$ cat src/stsg_pkg.sv
// Package for the sine table sample generator.
// Holds widths, status codes, the CORDIC gain and the arctangent table.
package stsg_pkg;
  localparam int IndexW = 12;
  localparam int CodeW = 12;
  localparam int StatW = 2;
  localparam int CfgW = 16;
  localparam int ZW = 33;
  localparam int XW = 18;
  localparam int AtanEntries = 24;
  localparam int DefTableDepth = 4096;
  localparam int DefPhaseBits = 16;
  localparam int DefCordicStages = 16;
  localparam logic [XW-1:0] GainQ15 = 18'd19898;
  localparam logic [CfgW-1:0] PeakReset = 16'd4095;
  localparam logic [CfgW-1:0] PeriodReset = 16'd4096;
  localparam logic [StatW-1:0] StOk = 2'd0;
  localparam logic [StatW-1:0] StBadCfg = 2'd1;
  localparam logic [StatW-1:0] StBadIdx = 2'd2;
  localparam logic RegPeak = 1'b0;
  localparam logic RegPeriod = 1'b1;

  function automatic logic [31:0] atan_turns(input int i);
    logic [31:0] t;
    case (i)
      0: t = 32'd536870912;  1: t = 32'd316933406;  2: t = 32'd167458907;
      3: t = 32'd85004756;   4: t = 32'd42667331;   5: t = 32'd21354465;
      6: t = 32'd10679838;   7: t = 32'd5340245;    8: t = 32'd2670163;
      9: t = 32'd1335087;    10: t = 32'd667544;    11: t = 32'd333772;
      12: t = 32'd166886;    13: t = 32'd83443;     14: t = 32'd41722;
      15: t = 32'd20861;     16: t = 32'd10430;     17: t = 32'd5215;
      18: t = 32'd2608;      19: t = 32'd1304;      20: t = 32'd652;
      21: t = 32'd326;       22: t = 32'd163;       23: t = 32'd81;
      default: t = 32'd0;
    endcase
    return t;
  endfunction

  typedef struct packed {
    logic [IndexW-1:0] idx;
    logic [StatW-1:0] status;
    logic [CfgW-2:0] half;
    logic [CfgW-1:0] period;
  } front_item_t;
endpackage

$ cat src/stsg_front.sv
// Front part: accepts an index, classifies it against the configuration.
// Depends on stsg_pkg.
module stsg_front #(
  parameter int TableDepth = stsg_pkg::DefTableDepth
) (
  input  logic clk,
  input  logic rst,
  input  logic in_valid,
  output logic in_ready,
  input  logic [stsg_pkg::IndexW-1:0] in_idx,
  input  logic [stsg_pkg::CfgW-1:0] peak,
  input  logic [stsg_pkg::CfgW-1:0] period,
  output logic out_valid,
  input  logic out_ready,
  output stsg_pkg::front_item_t out_item
);
  import stsg_pkg::*;
  logic bad_cfg;
  logic [CfgW+1:0] lim;

  assign lim = ({2'b0, peak} + 18'd1) << 1;
  assign bad_cfg = (peak > 16'd4095) || (period == '0) || ({2'b0, period} > lim)
                   || ({16'b0, period} > 32'(TableDepth));
  assign in_ready = !out_valid || out_ready;

  always_ff @(posedge clk) begin
    if (rst) begin
      out_valid <= 1'b0;
    end else if (in_ready) begin
      out_valid <= in_valid;
    end
    if (in_valid && in_ready) begin
      out_item.idx <= in_idx;
      out_item.half <= peak[CfgW-1:1];
      out_item.period <= period;
      if (bad_cfg) out_item.status <= StBadCfg;
      else if ({4'b0, in_idx} >= period) out_item.status <= StBadIdx;
      else out_item.status <= StOk;
    end
  end
endmodule

$ cat config.mk
export PLATFORM = sky130hd
export DESIGN_NAME = stsg_front
export DESIGN_NICKNAME = d
export VERILOG_FILES = /design/src/stsg_pkg.sv /design/src/stsg_front.sv
export SDC_FILE = /design/constraint.sdc
export NUM_CORES = 1
export LEC_CHECK = 0
export BUFFER_PORTS_ARGS = -buffer_cell sky130_fd_sc_hd__buf_2
export CAP_MARGIN = 20
export CELL_PAD_IN_SITES_DETAIL_PLACEMENT = 0
export CELL_PAD_IN_SITES_GLOBAL_PLACEMENT = 1
export CORE_UTILIZATION = 34
export DETAILED_ROUTE_END_ITERATION = 10
export PLACE_DENSITY = 0.85
export SYNTH_ARGS = -nofsm -noshare
export SYNTH_HDL_FRONTEND = slang
export SYNTH_SLANG_ARGS = --single-unit
$ cat constraint.sdc
create_clock -name clk -period 2.35 [get_ports clk]
set_input_delay 0.235 -clock clk [delete_from_list [all_inputs] [get_ports clk]]
set_output_delay 0.235 -clock clk [all_outputs]
set_load 0.02 [all_outputs]
==> impl_metrics.json <==
{
  "status": "finished clean",
  "wl_per_cell_um": 14.38,
  "drive_gt1_share_pct": 47.18,
  "dp_hpwl_um": 4324,
  "syn_area_per_cell_um2": 13.41,
  "rsz0062_at_grt": "false",
  "total_power_mw": 1.902,
  "worstPathMaxFanout": 2,
  "first_pass_iters": 4,
  "layout_common_cells": "94 x buf_2, 45 x edfxtp_1, 27 x ha_1",
  "clkPwrFrac_pct": 29.7,
  "end_kind": "flop",
  "use_met1_pct": 18.97,
  "hold_path.class": "in -> reg",
  "nNetsFinal": 377,
  "cts_buffers": 5,
  "vias_per_cell": 4.919,
  "finalWeightedCongestion": 0.8198,
  "diodes": 0,
  "p_seq_share_pct": 50.7,
  "postCtsResizedCells": 0,
  "h-tree-depth": 2,
  "p_switching_mw": 0.4820,
  "power.switching_fraction_pct": 25.34,
  "finalSetupViolations": 0,
  "cts_tree": "done",
  "fin_util_pct": 48.78,
  "drt_iter0_markers": 50,
  "remaining_drc_errors": 0,
  "fmax_mhz": 446.1,
  "grt-ovfl-total": 0,
  "synthCells": 177,
  "ys_types": 38,
  "period_share_pct": 95.39,
  "insertion_delay_ps": 300,
  "grt_pass1_vias": 1820,
  "power.density_nw_per_um2": 577.1,
  "synthToLayoutAreaGrowth_pct": 38.85,
  "ios": 95,
  "start_util_pct": 35.13,
  "grt_start_max_net_pins": 27,
  "worst_pin_slew_ps": 538.5,
  "timing.max_slew.rel_slack_pct": 64.10,
  "netlist_area_um2": 2374,
  "slowest_stage": "or3_1",
  "max_stage_delay_ps": 310,
  "power_leakage_nw": 1.470,
  "synth_seq_area_share_pct": 57.78,
  "ant_nets": 0,
  "port_buffers": 94,
  "die-area_um2": 7319,
  "syn-num-nets": 253,
  "post-cts-setup-buffers": 0,
  "ctsHoldBuffers": 0,
  "routed_wl_um": 5477,
  "report.final.slew_viol_count": 0,
  "grt_util_met3_pct": 3.272,
  "min_period_ps": 2242,
  "cp_cell_sequence": "buf_2 -> and4_4 -> and3_2 -> and3_1 -> xnor2_1 -> ha_1 -> o21ai_0 -> or2b_4 -> a22oi_2 -> a211oi_2 -> or3_1",
  "die_height_um": 85.55,
  "p_int_mw": 1.420,
  "ys_ff_latch": 46,
  "pwr-share-comb_pct": 19.6,
  "maxCapViolCount": 0,
  "crit_family": "simple AND/OR/NAND/NOR gates",
  "root_buffer": "clkbuf_8",
  "startpoint_type": "input pin",
  "final-hold-violation-count": 0,
  "finalClockSkew_ps": 8.935,
  "required_ps": 2400,
  "clkSinkCount": 46,
  "row_count": 30,
  "grt_use_total_pct": 15.33,
  "vias": 1874,
  "antenna_found_initial": 0,
  "coreArea_um2": 6756,
  "grt_pass1_wl_um": 8556,
  "cts_buffer_depth": 2,
  "peakVddDrop_uv": 226.5,
  "preCtsSetupSlack_ps": -259.9,
  "yosys_warnings": 0,
  "critPathKind": "in -> reg",
  "fin_ws_ps": 108.4,
  "met2_usage_pct": 26.18,
  "mostFrequentLayoutCell": "buf_2",
  "arrival_ps": 2290,
  "cts.clk_slew.worst_paths_ps": 90,
  "busiest_layer": "met2",
  "crit_buf_inv": 1,
  "die_width_um": 85.55,
  "whs_ps": 75.76
}
[layer usage]
layer	up-vias	wire length [µm]
met3	8	263
li1	930	-
met4	0	92
met5	-	0
met2	60	2650
met1	876	2470
[through the flow]
step                      instances  instance area [µm²]  TNS (ps)
after floorplan                 177                 2402    -19.92
after global placement          374                 3159    -305.3
after detailed placement        374                 3159    -489.5
after CTS                       381                 3262         0
after global routing            381                 3296         0
final                           381                 3296         0
[flip-flops by register name, indices dropped and copies added, names as in the netlist]
signal and cells:
out_item 45, out_valid 1
[worst register-to-register path: cells and delay by family, from the launching register on]
family / cells / cell delay [ps]
buffers and inverters: 1 / 260
flip-flops: 1 / 310
AND/OR/NAND/NOR: 2 / 600
[synthesized netlist by cell type, drive strengths merged]
cell type	count	area share [%]
nor3	4	0.84
o221ai	1	0.37
or2b	2	0.74
nor4	5	1.3
inv	15	2.4
a22oi	2	0.63
or3b	1	0.37
o2111ai	1	0.37
or3	1	0.26
o21ai	6	1.3
nand2	9	1.4
a31oi	2	0.53
a211oi	3	1.2
edfxtp	45	57
nand4	5	1.6
xnor2	3	1.1
and4	4	1.7
nand2b	1	0.26
a2111oi	1	0.63
o21a	1	0.32
o31ai	1	0.32
and2	1	0.26
nand3	6	1.3
dfxtp	1	0.84
mux2	1	0.63
and3	5	1.4
ha	28	15
nor4bb	1	0.42
o211ai	1	0.32
a21oi	5	1.1
xor2	10	3.7
nor2	5	0.79
[cells by family (layout without fill, tap and decap cells)]
group	Yosys count	after routing	share of synthesized area (%)
AO/OA/AOI/OAI	24	24	6.958
XOR/XNOR	13	13	4.797
adder cells (fa/ha/maj)	28	28	14.76
buffers and inverters	15	139	2.372
flip-flops	46	46	57.78
multiplexers	1	1	0.6324
AND/OR/NAND/NOR	50	50	12.70
[final timing paths]
check,cells after the start,to,startpoint,slack [ps]
setup / recovery,11,out_item[31],peak[7],110
hold / removal,2,out_valid,rst,80
setup reg to reg,3,out_item[8],out_valid,860
hold reg to reg,2,out_valid,out_valid,510
[layout make-up]
cell class	instances	area, µm²
Fill cell	634	3461
Multi-Input combinational cell	116	1010
Tap cell	80	100.1
Clock buffer	5	68.82
Inverter	15	56.30
Sequential cell	46	1371
Timing Repair Buffer	117	655.6
Clock inverter	2	33.78
[power groups by stage]
stage | clock (mW) | combinational (mW) | sequential [mW]
after floorplan | 0 | 0.126 | 1.05
after global placement | 0 | 0.358 | 0.983
after detailed placement | 0 | 0.366 | 0.984
after CTS | 0.583 | 0.368 | 0.966
after global routing | 0.614 | 0.412 | 0.970
final | 0.565 | 0.372 | 0.965
Note: power is estimated with default switching activity, not from simulation.
