`src/stsg_pkg.sv`:
```
// Package for the sine table sample generator.
// Holds widths, status codes, the CORDIC gain and the arctangent table.
package stsg_pkg;
  localparam int IndexW = 12;
  localparam int CodeW = 12;
  localparam int StatW = 2;
  localparam int CfgW = 16;
  localparam int ZW = 33;
  localparam int XW = 18;
  localparam int AtanEntries = 24;
  localparam int DefTableDepth = 4096;
  localparam int DefPhaseBits = 16;
  localparam int DefCordicStages = 16;
  localparam logic [XW-1:0] GainQ15 = 18'd19898;
  localparam logic [CfgW-1:0] PeakReset = 16'd4095;
  localparam logic [CfgW-1:0] PeriodReset = 16'd4096;
  localparam logic [StatW-1:0] StOk = 2'd0;
  localparam logic [StatW-1:0] StBadCfg = 2'd1;
  localparam logic [StatW-1:0] StBadIdx = 2'd2;
  localparam logic RegPeak = 1'b0;
  localparam logic RegPeriod = 1'b1;

  function automatic logic [31:0] atan_turns(input int i);
    logic [31:0] t;
    case (i)
      0: t = 32'd536870912;  1: t = 32'd316933406;  2: t = 32'd167458907;
      3: t = 32'd85004756;   4: t = 32'd42667331;   5: t = 32'd21354465;
      6: t = 32'd10679838;   7: t = 32'd5340245;    8: t = 32'd2670163;
      9: t = 32'd1335087;    10: t = 32'd667544;    11: t = 32'd333772;
      12: t = 32'd166886;    13: t = 32'd83443;     14: t = 32'd41722;
      15: t = 32'd20861;     16: t = 32'd10430;     17: t = 32'd5215;
      18: t = 32'd2608;      19: t = 32'd1304;      20: t = 32'd652;
      21: t = 32'd326;       22: t = 32'd163;       23: t = 32'd81;
      default: t = 32'd0;
    endcase
    return t;
  endfunction

  typedef struct packed {
    logic [IndexW-1:0] idx;
    logic [StatW-1:0] status;
    logic [CfgW-2:0] half;
    logic [CfgW-1:0] period;
  } front_item_t;
endpackage

```
`src/stsg_fifo.sv`:
```
// Short queue between the front and back parts.
// Depends on stsg_pkg.
module stsg_fifo (
  input  logic clk,
  input  logic rst,
  input  logic in_valid,
  output logic in_ready,
  input  stsg_pkg::front_item_t in_item,
  output logic out_valid,
  input  logic out_ready,
  output stsg_pkg::front_item_t out_item
);
  import stsg_pkg::*;
  front_item_t mem [4];
  logic [1:0] wp, rp;
  logic [2:0] cnt;
  logic wr, rd;

  assign in_ready = cnt != 3'd4;
  assign out_valid = cnt != 3'd0;
  assign wr = in_valid && in_ready;
  assign rd = out_valid && out_ready;
  assign out_item = mem[rp];

  always_ff @(posedge clk) begin
    if (rst) begin
      wp <= '0;
      rp <= '0;
      cnt <= '0;
    end else begin
      if (wr) wp <= wp + 2'd1;
      if (rd) rp <= rp + 2'd1;
      cnt <= cnt + {2'b0, wr} - {2'b0, rd};
    end
    if (wr) mem[wp] <= in_item;
  end
endmodule

```
`config.mk`:
```
export PLATFORM = sky130hd
export DESIGN_NAME = stsg_fifo
export DESIGN_NICKNAME = d
export VERILOG_FILES = /design/src/stsg_pkg.sv /design/src/stsg_fifo.sv
export SDC_FILE = /design/constraint.sdc
export NUM_CORES = 1
export LEC_CHECK = 0
export BUFFER_PORTS_ARGS = -buffer_cell sky130_fd_sc_hd__buf_2
export CORE_ASPECT_RATIO = 1.75
export CORE_MARGIN = 2
export CORE_UTILIZATION = 46
export DETAILED_ROUTE_END_ITERATION = 16
export GPL_ROUTABILITY_DRIVEN = 0
export PLACE_DENSITY = 0.69
export SETUP_SLACK_MARGIN = 0.2
export SLEW_MARGIN = 40
export SYNTH_ARGS = -nofsm -noshare
export SYNTH_HDL_FRONTEND = slang
export SYNTH_SLANG_ARGS = --single-unit
```
`constraint.sdc`:
```
create_clock -name clk -period 2.1 [get_ports clk]
set_input_delay 0 -clock clk [delete_from_list [all_inputs] [get_ports clk]]
set_output_delay 0 -clock clk [all_outputs]
set_load 0.01 [all_outputs]
```
==> results of run 1 <==
## registers in the layout, indices dropped and copies added, names as in the netlist, named ones only
name and count:
cnt 3, mem 180, rp 2, wp 2
## worst min-delay path, stage by stage
cell	delay [ns]
buf_2	0.11
o311ai_0	0.12
xor2_1	0.08
nor2_1	0.10
## how the worst max path moves through the flow
| stage | depth (start not counted) | from | endpoint |
|---|---|---|---|
| detailed placement | 9 | cnt[1]$_SDFF_PP0_ | cnt[2]$_SDFF_PP0_ |
| finish | 9 | cnt[0]$_SDFF_PP0_ | cnt[2]$_SDFF_PP0_ |
| global route | 9 | cnt[0]$_SDFF_PP0_ | cnt[2]$_SDFF_PP0_ |
| CTS | 9 | cnt[0]$_SDFF_PP0_ | cnt[2]$_SDFF_PP0_ |
| global placement | 9 | cnt[1]$_SDFF_PP0_ | cnt[2]$_SDFF_PP0_ |
| floorplan | 11 | cnt[1]$_SDFF_PP0_ | cnt[2]$_SDFF_PP0_ |
## layer usage
layer / up-vias / routed length (um) / GRT usage
met5: - / 0 / 0
met3: 16 / 415 / 0.0355
met1: 1797 / 4810 / 0.182
met4: 0 / 267 / 0.0725
li1: 1528 / - / -
met2: 80 / 6910 / 0.285
## where the power goes
part / total, mW / switching, mW / internal (mW)
clock: 3.32 / 1.40 / 1.92
sequential: 4.80 / 0.165 / 4.64
combinational: 2.69 / 1.30 / 1.39
total: 10.8 / 2.87 / 7.94
## cell type report
cell class,instances,area share
Clock buffer,17,0.0473
Clock inverter,15,0.0224
Inverter,5,0.00209
Multi-Input combinational cell,79,0.147
Sequential cell,189,0.623
Tap cell,183,0.0255
Timing Repair Buffer,162,0.133
## placed cells by master, fill, tap and decap left out, types with 2 or more instances in the layout
cell / synthesis / final
dfxtp_4: 0 / 3
and2_2: 0 / 4
inv_1: 5 / 4
inv_8: 0 / 2
clkinvlp_4: 0 / 2
dfxtp_1: 9 / 4
buf_2: 4 / 95
ha_1: 6 / 5
nor2_1: 8 / 7
clkbuf_16: 0 / 17
dfxtp_2: 0 / 2
buf_4: 0 / 13
edfxtp_1: 180 / 180
mux4_2: 40 / 40
dlygate4sd3_1: 0 / 46
nand2b_1: 2 / 2
inv_6: 0 / 5
mux4_1: 5 / 5
bufinv_16: 0 / 3
buf_12: 4 / 8
## what timing repair did
action                                 in CTS  in global routing
endpoints found under the hold margin     188                  0
setup endpoints to repair                  14                  2
resized for setup                           5                  2
hold buffers                               46                  0
buffers inserted                            6                  2
pin swaps                                   4                  1
## stage by stage
step	util	instances	hold WS (ns)	TNS, ns
2_1_floorplan	-	284	0.0989	0
3_3_place_gp	0.525	564	0.209	0
3_5_place_dp	0.525	564	0.216	-0.0590
4_1_cts	0.602	648	0.0249	0
5_1_grt	0.603	650	0.0469	-0.0879
6_report	0.603	650	0.0311	-0.0293
## kinds of logic (layout without fill, tap and decap cells)
family	after synthesis	after routing	synth area share
AOI/OAI and AO/OA	3	3	0.00410
muxes	47	47	0.150
DFF	189	189	0.795
and+or+nand+nor	19	19	0.0135
buffers and inverters	16	199	0.0198
adders and majority gates	7	7	0.0135
xor gates and xnor gates	3	3	0.00374
==> flow_metrics.py, run 1 <==
metrics = {
    "timing": {
        "clock.fmax_mhz": 470,
        "setup_viol": 1,
        "setup_ws_ns": -0.0293,
        "tightest_slew_ns": 0.389,
        "min_period_over_period": 1.01,
        "rsz0062_at_grt": "yes",
        "slew_headroom": 0.738,
        "hold_viol": 0,
        "drv_slew": 0,
        "skew_ns": 0.0123,
        "min_period_ns": 2.13,
    },
    "clocking": {
        "root_buffer": "clkbuf_16",
        "clk_pin_slew_worst_paths_ns": 0.07,
        "cts_tree": "yes",
        "worstSkewPairLatency_ns": 0.42,
        "clockBufferDepth": 2,
        "htree_levels": 4,
        "clock-sinks": 189,
        "cts_buffers": 17,
    },
    "min_path": {
        "min_from": "out_ready",
        "hold_class": "in -> reg",
        "holdPathStages": 4,
    },
    "critical_path": {
        "crit_path_end_kind": "flop",
        "critPathTopFamily": "adder cells",
        "crit_type": "reg -> reg",
        "rr_worst_depth": 9,
        "required_ns": 2.44,
        "arrival_ns": 2.47,
        "worstReg2RegStart": "cnt[0]$_SDFF_PP0_",
        "critical-path-max-stage-delay_ns": 0.38,
        "crit_path_max_fanout": 4,
        "r2r_end": "cnt[2]$_SDFF_PP0_",
        "critical_path.cell_chain": "o31a_1, ha_1, inv_1, ha_2, inv_2, fa_2, xor2_2, and2_4, nor3_2",
        "critPathBufInv": 2,
        "cp_slowest_cell": "fa_2",
        "worst_setup_path_start_kind": "flop",
        "r2r_setup_slack_ns": -0.03,
    },
    "cells_and_area": {
        "final-seq-area_mm2": 0.00560,
        "drive_gt1_frac": 0.441,
        "area_growth_pct": 28.1,
        "finalNetCount": 510,
        "post-route-cell-area_mm2": 0.00899,
        "n_fill_cell": 1065,
        "antenna_cells": 0,
        "multiInputGateArea_mm2": 0.00133,
    },
    "synthesis": {
        "synthTopCellsByArea": "edfxtp_1 77%, mux4_2 13%, dfxtp_1 2.6%, mux4_1 1.9%, buf_12 1.1%",
        "synth_top_area_cell": "edfxtp_1",
        "yosysTopAreaCellShare": 0.770,
        "yosys_warnings": 0,
        "netlist_top_cells_count": "180 x edfxtp_1, 40 x mux4_2, 9 x dfxtp_1",
        "syn-num-nets": 340,
        "synth_edf_count": 180,
        "synth.most_common_cell": "edfxtp_1",
        "yosysSeqAreaShare": 0.795,
        "synth-seq-cells": 189,
        "synth_area_per_cell_um2": 24.7,
        "synthDistinctLibCells": 26,
        "mappedNetlistArea_mm2": 0.00702,
        "netlist_instances": 284,
        "synthFlopType": "edfxtp_1",
        "async_reset_ff_frac": 0,
    },
    "pwr": {
        "ir_drop_mv": 0.945,
        "p_leak_nw": 3.12,
        "power.total_mw": 10.8,
        "p_per_area_mw_per_mm2": 1200,
    },
    "drt": {
        "vias": 3421,
        "wl_per_cell_um": 19.1,
        "route.detailed.drc": 0,
        "drt-total-wl_mm": 12.4,
        "drt-vias-per-instance": 5.26,
        "drt_iter0_drc": 178,
        "postRouteAntennaNets": 0,
        "drtPass1Iterations": 4,
    },
    "outcome": {
        "violations": "negative setup slack",
        "status": "finished with violations",
    },
    "grt": {
        "gr-usage-all-layers": 0.160,
        "grt_pass1_vias": 3786,
        "grt_max_degree": 26,
        "antenna_found_initial": 0,
        "grt-ovfl-total": 0,
        "grt_pass1_wl_mm": 19.8,
    },
    "place": {
        "post_dp_cell_area_mm2": 0.00783,
        "hpwl_mm": 7.64,
        "portBuffers": 95,
        "pre_cts_slack_ns": -0.0590,
    },
    "die": {
        "initial_utilization": 0.471,
        "core_area_mm2": 0.0149,
        "die_h_um": 167,
        "row_count": 59,
        "die_width_um": 97.4,
        "dieArea_mm2": 0.0163,
        "ioPinCount": 96,
    },
    "job": {
        "cap_violations": 0,
    },
}
No activity file was read; power rests on OpenSTA's default activity.
==> inputs of run 2 (changes only) <==
Settings changed: PLACE_DENSITY 0.69 to 0.71.
==> flow_metrics.py, run 2 (synthesis gave the netlist of run 1 again) <==
metrics = {
    "outcome": {
        "status": "finished clean",
    },
    "timing": {
        "hold_viol": 0,
        "fin_worst_hold_slack_ns": 0.107,
        "rsz0062_at_grt": "yes",
        "min_period_ns": 2.05,
        "min_period_over_period": 0.977,
        "setup_ws_ns": 0.0483,
        "skew_ns": 0.0130,
        "clock.fmax_mhz": 487,
        "setup_viol": 0,
        "tightest_slew_ns": 0.563,
        "slew_headroom": 0.620,
        "drv_slew": 0,
    },
    "clocking": {
        "cts_tree": "yes",
        "clk_pin_slew_worst_paths_ns": 0.07,
        "worstSkewPairLatency_ns": 0.42,
        "clock-sinks": 189,
        "root_buffer": "clkbuf_16",
        "htree_levels": 4,
        "clockBufferDepth": 2,
        "cts_buffers": 17,
    },
    "critical_path": {
        "required_ns": 2.45,
        "critPathBufInv": 2,
        "crit_path_max_fanout": 3,
        "critPathTopFamily": "adder cells",
        "crit_type": "reg -> reg",
        "worst_setup_path_start_kind": "flop",
        "cpMostUsedCell": "inv_2",
        "arrival_ns": 2.40,
        "cp_slowest_cell": "dfxtp_4",
        "r2r_setup_slack_ns": 0.05,
        "critical_path.cell_chain": "o31a_1, ha_1, inv_2, ha_4, inv_2, fa_2, xor2_1, and2_1, nor3_2",
        "crit_path_end_kind": "flop",
        "critical-path-max-stage-delay_ns": 0.36,
    },
    "place": {
        "pre_cts_slack_ns": 0.00414,
        "hpwl_mm": 7.80,
        "portBuffers": 95,
        "post_dp_cell_area_mm2": 0.00780,
    },
    "min_path": {
        "hold_class": "in -> reg",
    },
    "die": {
        "die_width_um": 97.4,
        "row_count": 59,
        "ioPinCount": 96,
        "core_area_mm2": 0.0149,
        "initial_utilization": 0.471,
        "dieArea_mm2": 0.0163,
        "die_h_um": 167,
    },
    "cells_and_area": {
        "utilization": 0.598,
        "antenna_cells": 0,
        "top_regs": "mem x180, cnt x3",
        "drive_gt1_frac": 0.435,
        "finalNetCount": 507,
        "multiInputGateArea_mm2": 0.00133,
        "top_register": "mem",
        "mostFrequentLayoutCell": "edfxtp_1",
        "area_growth_pct": 27.0,
        "n_fill_cell": 1101,
        "post-route-cell-area_mm2": 0.00892,
        "final-seq-area_mm2": 0.00560,
        "largest_register_ffs": 180,
        "final_cell_mix": "180 x edfxtp_1, 95 x buf_2, 46 x dlygate4sd3_1, 40 x mux4_2, 17 x clkbuf_16",
    },
    "grt": {
        "gr-usage-all-layers": 0.162,
        "grt_pass1_wl_mm": 19.9,
        "antenna_found_initial": 0,
        "grt_pass1_vias": 3637,
        "grt_max_degree": 35,
        "grt-ovfl-total": 0,
    },
    "job": {
        "cap_violations": 0,
    },
    "drt": {
        "drt-vias-per-instance": 5.25,
        "wl_per_cell_um": 19.7,
        "postRouteAntennaNets": 0,
        "route.detailed.drc": 0,
        "drtPass1Iterations": 4,
        "drt_iter0_drc": 174,
        "drt-total-wl_mm": 12.8,
        "vias": 3399,
    },
    "pwr": {
        "ir_drop_mv": 0.732,
        "power.total_mw": 10.6,
        "p_per_area_mw_per_mm2": 1190,
        "p_leak_nw": 3.07,
    },
}
-- run 2: layout make-up --
| type | instances | share of cell area |
|---|---|---|
| repair buffers | 159 | 0.130 |
| well taps | 183 | 0.0257 |
| multi-input cells | 79 | 0.150 |
| flip-flops and latches | 189 | 0.628 |
| clock buffers | 17 | 0.0477 |
| clock inverters | 15 | 0.0174 |
| inverters | 5 | 0.00210 |
-- run 2: power breakdown --
group | internal (mW) | leakage [nW] | switching, mW
Clock | 1.67 | 0.271 | 1.42
Sequential | 4.64 | 1.73 | 0.180
Combinational | 1.37 | 1.08 | 1.30
Total | 7.68 | 3.07 | 2.91
-- run 2: what timing repair did --
action	in CTS	in global routing
pin swaps	1	5
hold endpoints to repair	188	0
gates resized for setup	0	9
endpoints found under the setup margin	20	2
buffers inserted	4	2
hold buffers	46	0
-- run 2: metal layers --
metal / share of wire / global-route usage
met5: 0 / 0
met4: 0.026 / 0.0707
met3: 0.040 / 0.0392
met2: 0.55 / 0.289
met1: 0.38 / 0.184
-- run 2: through the flow --
step	cells	TNS (ns)
4_1_cts	645	0
5_1_grt	647	-0.0452
2_1_floorplan	284	0
3_5_place_dp	563	0
3_3_place_gp	563	0
6_report	647	0
-- run 2: final timing paths --
kind | start | to | depth (start not counted)
worst max-delay path | cnt[0]$_SDFF_PP0_ | cnt[2]$_SDFF_PP0_ | 9
worst min-delay path | out_ready | rp[1]$_SDFFE_PP0P_ | 4
worst max register to register | cnt[0]$_SDFF_PP0_ | cnt[2]$_SDFF_PP0_ | 9
worst min register to register | wp[1]$_SDFFE_PP0P_ | wp[1]$_SDFFE_PP0P_ | 2
-- run 2: worst reg2reg max path, cell delays in order (launching register included) --
cell and delay [ns]:
dfxtp_4 0.36, o31a_1 0.31, ha_1 0.29, inv_2 0.08, ha_4 0.13, inv_2 0.03
fa_2 0.33, xor2_1 0.16, and2_1 0.17, nor3_2 0.11
==> inputs of run 3 (changes only) <==
Settings changed: PLACE_DENSITY 0.71 to 0.68.
Clock period 2.1 ns to 2.4 ns, I/O delays scaled along.
==> flow_metrics.py, run 3 (synthesis gave the netlist of run 1 again) <==
metrics = {
    "grt": {
        "gr-usage-all-layers": 0.161,
        "grt_pass1_wl_mm": 19.7,
        "antenna_found_initial": 0,
        "grt-ovfl-total": 0,
        "grt_pass1_vias": 3646,
        "grt_max_degree": 25,
    },
    "cells_and_area": {
        "largest_register_ffs": 180,
        "fin_cells": 645,
        "finalNetCount": 505,
        "drive_gt1_frac": 0.416,
        "top_regs": "mem x180, cnt x3",
        "final_cell_mix": "180 x edfxtp_1, 95 x buf_2, 46 x dlygate4sd3_1, 40 x mux4_2, 17 x clkbuf_16",
        "antenna_cells": 0,
        "top_register": "mem",
        "mostFrequentLayoutCell": "edfxtp_1",
        "area_growth_pct": 27.4,
        "post-route-cell-area_mm2": 0.00895,
    },
    "place": {
        "post-place-cells": 565,
        "portBuffers": 95,
        "post_dp_cell_area_mm2": 0.00784,
        "pre_cts_slack_ns": 0.184,
        "hpwl_mm": 8.12,
    },
    "timing": {
        "min_period_over_period": 0.873,
        "drv_slew": 0,
        "setup_tns_ns": 0,
        "min_period_ns": 2.09,
        "clock.fmax_mhz": 477,
        "setup_viol": 0,
        "rsz0062_at_grt": "no",
        "hold_viol": 0,
        "slew_headroom": 0.741,
        "setup_ws_ns": 0.305,
        "skew_ns": 0.00748,
        "tightest_slew_ns": 0.384,
    },
    "pwr": {
        "power_switching_mw": 2.48,
        "p_per_area_mw_per_mm2": 1040,
        "power.total_mw": 9.35,
        "ir_drop_mv": 0.554,
        "p_int_mw": 6.86,
        "clkPwrFrac": 0.312,
        "power_frac_seq": 0.454,
        "netSwitchingFraction": 0.266,
        "combPwrFrac": 0.234,
        "p_leak_nw": 3.10,
    },
    "drt": {
        "vias": 3306,
        "route.detailed.drc": 0,
        "drt-total-wl_mm": 12.5,
        "drt_iter0_drc": 187,
        "drtPass1Iterations": 4,
        "postRouteAntennaNets": 0,
        "wl_per_cell_um": 19.4,
        "drt-vias-per-instance": 5.13,
    },
    "clocking": {
        "clk_pin_slew_worst_paths_ns": 0.07,
        "htree_levels": 4,
        "cts_buffers": 17,
        "clock-sinks": 189,
        "clockBufferDepth": 2,
        "cts_tree": "yes",
        "root_buffer": "clkbuf_16",
        "worstSkewPairLatency_ns": 0.42,
    },
    "critical_path": {
        "crit_path_end_kind": "flop",
        "crit_path_max_fanout": 5,
        "arrival_ns": 2.44,
        "worst_setup_path_start_kind": "flop",
        "crit_type": "reg -> reg",
        "required_ns": 2.75,
    },
    "die": {
        "dieArea_mm2": 0.0163,
        "ioPinCount": 96,
        "row_count": 59,
        "die_h_um": 167,
        "core_area_mm2": 0.0149,
        "die_width_um": 97.4,
        "initial_utilization": 0.471,
    },
    "job": {
        "cap_violations": 0,
    },
    "min_path": {
        "hold_class": "in -> reg",
    },
    "outcome": {
        "status": "finished clean",
    },
}
[run 3: critical path, stage by stage (launching register included)]
cell,delay [ns]
dfxtp_4,0.36
o31a_1,0.32
ha_1,0.27
inv_1,0.05
ha_1,0.14
inv_1,0.05
fa_1,0.37
xor2_1,0.16
and2_1,0.17
nor3_1,0.12
[run 3: power by group through the flow]
stage	registers (mW)	logic [mW]	clock network [mW]
after floorplan	4.20	1.48	0
after global placement	4.29	2.12	0
after detailed placement	4.33	2.16	0
after CTS	4.26	2.23	2.98
after global routing	4.29	2.36	3.12
final	4.25	2.18	2.92
[run 3: layout make-up]
type                    count  area, um^2
clock buffers              17         425
clock inverters            15         203
fillers                  1092        5970
inverters                   5        18.8
multi-input cells          79        1300
flip-flops and latches    189        5600
well taps                 183         229
repair buffers            157        1170
[run 3: path summary, 6_finish.rpt]
kind	from	end	slack (ns)	depth (start not counted)
hold / removal	out_ready	flop	0.02	4
setup reg to reg	cnt[0]$_SDFF_PP0_	cnt[2]$_SDFF_PP0_	0.31	9
hold reg to reg	wp[1]$_SDFFE_PP0P_	wp[1]$_SDFFE_PP0P_	0.54	2
setup / recovery	cnt[0]$_SDFF_PP0_	cnt[2]$_SDFF_PP0_	0.31	9
[run 3: stage by stage]
| step | hold WS, ns | utilization |
|---|---|---|
| 3_3_place_gp | 0.212 | 0.525 |
| 2_1_floorplan | 0.0989 | - |
| 3_5_place_dp | 0.216 | 0.525 |
| 5_1_grt | 0.0575 | 0.600 |
| 4_1_cts | 0.00897 | 0.599 |
| 6_report | 0.0185 | 0.600 |
[run 3: what timing repair did]
item | CTS | global route
setup endpoints to repair | 1 | 1
endpoints found under the hold margin | 189 | 0
buffers inserted | 0 | 2
pin swaps | 0 | 1
resized for setup | 1 | 3
cloned | 0 | 0
hold buffers | 46 | 0
[run 3: metal layers]
metal	track usage	wire length (um)	vias to the layer above
li1	-	-	1527
met1	0.175	4660	1698
met2	0.297	7270	69
met3	0.0346	364	12
met4	0.0731	230	0
met5	0	0	-
